## src/rtl/pcc_pkg.sv

```systemverilog
// shared types and state codes for the polygon convexity checker
package pcc_pkg;

	// turn direction of one vertex triple, collinear counts as positive
	typedef struct packed {
		logic pos;
		logic neg;
	} turn_t;

	localparam int unsigned PHASE_W = 2;

	// number of vertices held so far, saturating at two
	localparam logic [PHASE_W-1:0] PH_EMPTY = 2'd0;
	localparam logic [PHASE_W-1:0] PH_ONE   = 2'd1;
	localparam logic [PHASE_W-1:0] PH_RUN   = 2'd2;

endpackage

```

## src/rtl/pcc_cross.sv

```systemverilog
// exact turn direction of a vertex triple from the sign of its cross product
module pcc_cross #(
	parameter int unsigned COORD_WIDTH = 16
) (
	input  logic signed [COORD_WIDTH-1:0] ax,
	input  logic signed [COORD_WIDTH-1:0] ay,
	input  logic signed [COORD_WIDTH-1:0] bx,
	input  logic signed [COORD_WIDTH-1:0] by,
	input  logic signed [COORD_WIDTH-1:0] cx,
	input  logic signed [COORD_WIDTH-1:0] cy,
	output pcc_pkg::turn_t                turn
);

	localparam int unsigned DW = COORD_WIDTH + 1;
	localparam int unsigned PW = 2 * COORD_WIDTH + 2;
	localparam int unsigned CW = 2 * COORD_WIDTH + 3;

	logic signed [DW-1:0] ux, uy, vx, vy;
	logic signed [PW-1:0] prod_p, prod_q;
	logic signed [CW-1:0] cross_v;

	// edge vectors b - a and c - a, one bit wider than the coordinates
	assign ux = $signed({bx[COORD_WIDTH-1], bx}) - $signed({ax[COORD_WIDTH-1], ax});
	assign uy = $signed({by[COORD_WIDTH-1], by}) - $signed({ay[COORD_WIDTH-1], ay});
	assign vx = $signed({cx[COORD_WIDTH-1], cx}) - $signed({ax[COORD_WIDTH-1], ax});
	assign vy = $signed({cy[COORD_WIDTH-1], cy}) - $signed({ay[COORD_WIDTH-1], ay});

	assign prod_p  = PW'(ux) * PW'(vy);
	assign prod_q  = PW'(uy) * PW'(vx);
	assign cross_v = CW'(prod_p) - CW'(prod_q);

	assign turn.neg = cross_v[CW-1];
	assign turn.pos = ~cross_v[CW-1];

endmodule
```

## config.mk

```make
export PLATFORM = sky130hd
export DESIGN_NAME = pcc_cross
export DESIGN_NICKNAME = d
export VERILOG_FILES = /design/src/rtl/pcc_pkg.sv /design/src/rtl/pcc_cross.sv
export SDC_FILE = /design/constraint.sdc
export NUM_CORES = 2
export LEC_CHECK = 0
export BUFFER_PORTS_ARGS = -buffer_cell sky130_fd_sc_hd__buf_4
export CAP_MARGIN = 10
export CORE_ASPECT_RATIO = 2
export CORE_MARGIN = 2
export CORE_UTILIZATION = 56
export DETAILED_ROUTE_END_ITERATION = 8
export PLACE_DENSITY = 0.73
export SLEW_MARGIN = 10
export SYNTH_ARGS = -nofsm -noshare
export SYNTH_HDL_FRONTEND = slang
export SYNTH_SLANG_ARGS = --single-unit
```

## constraint.sdc

```tcl
create_clock -name vclk -period 18.54
set_input_delay 4.635 -clock vclk [all_inputs]
set_output_delay 4.635 -clock vclk [all_outputs]
set_load 0.01 [all_outputs]
```

==> run_results.csv <==
group,metric,value,unit
status,status,"finished, final reports clean",
setup_path,crit_required,13.91,ns
detailed_routing,wl_met3,4.50,mm
grt,grt_pass1_wl,121,mm
grt,grt_usage,0.376,
final_layout,final_cell_mix,"686 x inv_1, 656 x fa_1, 330 x nor2_1",
floorplanning,design.portCount,98,
final_layout,regArea,0,um^2
setup_path,crit_fanout,9,
setup_path,cpMostUsedCell,"fa_1",
final_layout,nFlopsAndLatches,0,
place,place.gp.congestion,0.971,
sta,rsz0062_at_grt,"false",
setup_path,slowest_delay,0.62,ns
sta,clock.fmax,54.9,MHz
hold_path,min_from,"ay[0]",
setup_path,setup.worst_path.start,"bx[0]",
floorplanning,die_h,297,um
sta,setup_viol,0,
detailed_routing,drt_iter0_drc,1106,
sta,tightestPinTransition,1.20,ns
floorplanning,rows,107,
place,port_buffers,98,
setup_path,slowest_stage,"fa_2",
floorplanning,start_util,0.566,
grt,grt_max_degree,19,
detailed_routing,via_per_inst,5.69,
setup_path,arrival,13.57,ns
yosys,synth_cell_type_count,65,
floorplanning,dieArea,44700,um^2
setup_path,cp-start-kind,"input port",
grt,antenna_found_initial,0,
yosys,syn_nets,3594,
detailed_routing,wl_per_cell,24.2,um
detailed_routing,wl_met1,22.2,mm
final_layout,num-nets-final,3728,
final_layout,n_antenna_cell,0,
detailed_routing,highest_layer,"met4",
yosys,synth.yosys.seq_area_share,0,
grt,grt_pass1_vias,21332,
yosys,synth_area,24000,um^2
final_layout,final_common_cell,"inv_1",
sta,whs,11.13,ns
yosys,synthCells,2625,
yosys,yosys.area.top_type_share,0.552,
detailed_routing,dr_wl_met2,41.1,mm
yosys,synth_top_cell_by_area,"fa_1",
setup_path,worstSetupPathType,"in2out",
yosys,avgSynthCellArea,9.15,um^2
final_layout,drive_gt1_frac,0.0987,
place,post-dp-hpwl,69.8,mm
hold_path,hp-class,"in2out",
floorplanning,fp.dieW,150,um
sta,min_period,18.20,ns
final_layout,nClkBuffers,0,
setup_path,critPathCaptureType,"output pin",
job,max-cap-violations,0,
final_layout,num-fill-cells,3683,
sta,report.final.slew_viol_count,0,
detailed_routing,firstDrtPassIters,5,
yosys,yosysWarnings,0,
final_layout,area_growth,8.74,%
sta,fin_setup_tns,0,ns
yosys,synth_area_leaders,"fa_1 55%, ha_1 11%, inv_1 11%",
detailed_routing,vias,18786,
detailed_routing,detail-route-antenna-nets,0,
final_layout,final_area,26100,um^2
clock_tree,cts_hold_buf,0,
place,dpl-instance-area,25900,um^2
detailed_routing,wirelength,79.9,mm
setup_path,cp-endpoint,"turn[1]",
sta,slew_headroom,0.197,
sta,finalHoldViolCount,0,
detailed_routing,drc_errors,0,
grt,grt_overflow,0,
floorplanning,core-area,42400,um^2
sta,period_share,0.982,
## cell type report
| type | count | area [um^2] | share of cell area |
|---|---|---|---|
| repair buffers | 197 | 1490 | 0.0571 |
| inverters | 688 | 2580 | 0.0988 |
| multi-input cells | 1872 | 21400 | 0.818 |
| well taps | 545 | 682 | 0.0261 |
## synth_stat cells, types with 2 or more instances
master,number
and2_1,20
o21ai_0,46
o211a_1,2
or3_1,4
xnor2_2,5
clkbuf_1,56
o31a_1,2
fa_1,662
a221o_1,2
or2_2,13
nand2b_1,71
xnor2_1,59
o31ai_2,2
nand3_1,11
o2111ai_1,2
a21o_1,19
xor2_1,38
o21ai_1,6
a31oi_1,2
o21ai_2,3
a21oi_1,48
nor3_1,9
nand2_2,10
mux2i_1,2
a221oi_1,3
nand4_1,5
ha_1,211
o21a_1,14
nor2_1,335
nand2_1,199
a311oi_2,2
buf_2,7
inv_1,687
nor2b_1,24
a211oi_1,7
o21bai_1,7
a21boi_1,2
## critical path, delay by kind of cell
family	cells	cell delay (ns)
buf+inv	11	1.11
fa+ha+maj	11	5.11
compound gates	7	1.39
simple gates	8	1.15
xor+xnor	1	0.17
## metal layers
metal  vias up  track usage
met1      9544        0.360
met3       422       0.0444
li1       7904            -
met2       916        0.644
met5         -            0
met4         0        0.416
## kinds of logic after synthesis
family	synth area share
simple gates	0.129
buf+inv	0.119
compound gates	0.0498
fa+ha+maj	0.661
mux	0.00250
xor+xnor	0.0387
## metrics by stage
stage	instances	util	setup WS (ns)
final	3302	0.616	0.340
after global routing	3302	0.616	0.0127
after CTS	3293	0.610	0.0131
after detailed placement	3293	0.609	-0.0696
after global placement	3293	0.609	0.0722
after floorplan	2625	-	0.797
## repair_timing
item	in CTS	in global routing
gates cloned	0	1
pin swaps	0	2
endpoints found under the setup margin	2	2
buffers inserted	0	8
resized for setup	2	39
## worst min-delay path by stage
| stage | endpoint | slack [ns] | cells after the start |
|---|---|---|---|
| 2_1_floorplan | turn[1] | 10.48 | 8 |
| 3_3_place_gp | turn[0] | 11.14 | 10 |
| 3_5_place_dp | turn[0] | 11.14 | 10 |
| 4_1_cts | turn[0] | 11.16 | 10 |
| 5_1_grt | turn[0] | 11.23 | 10 |
| 6_report | turn[0] | 11.13 | 10 |
Power is not shown: default switching activity piles up to over one toggle a cycle in this logic, so the estimate is an artifact.
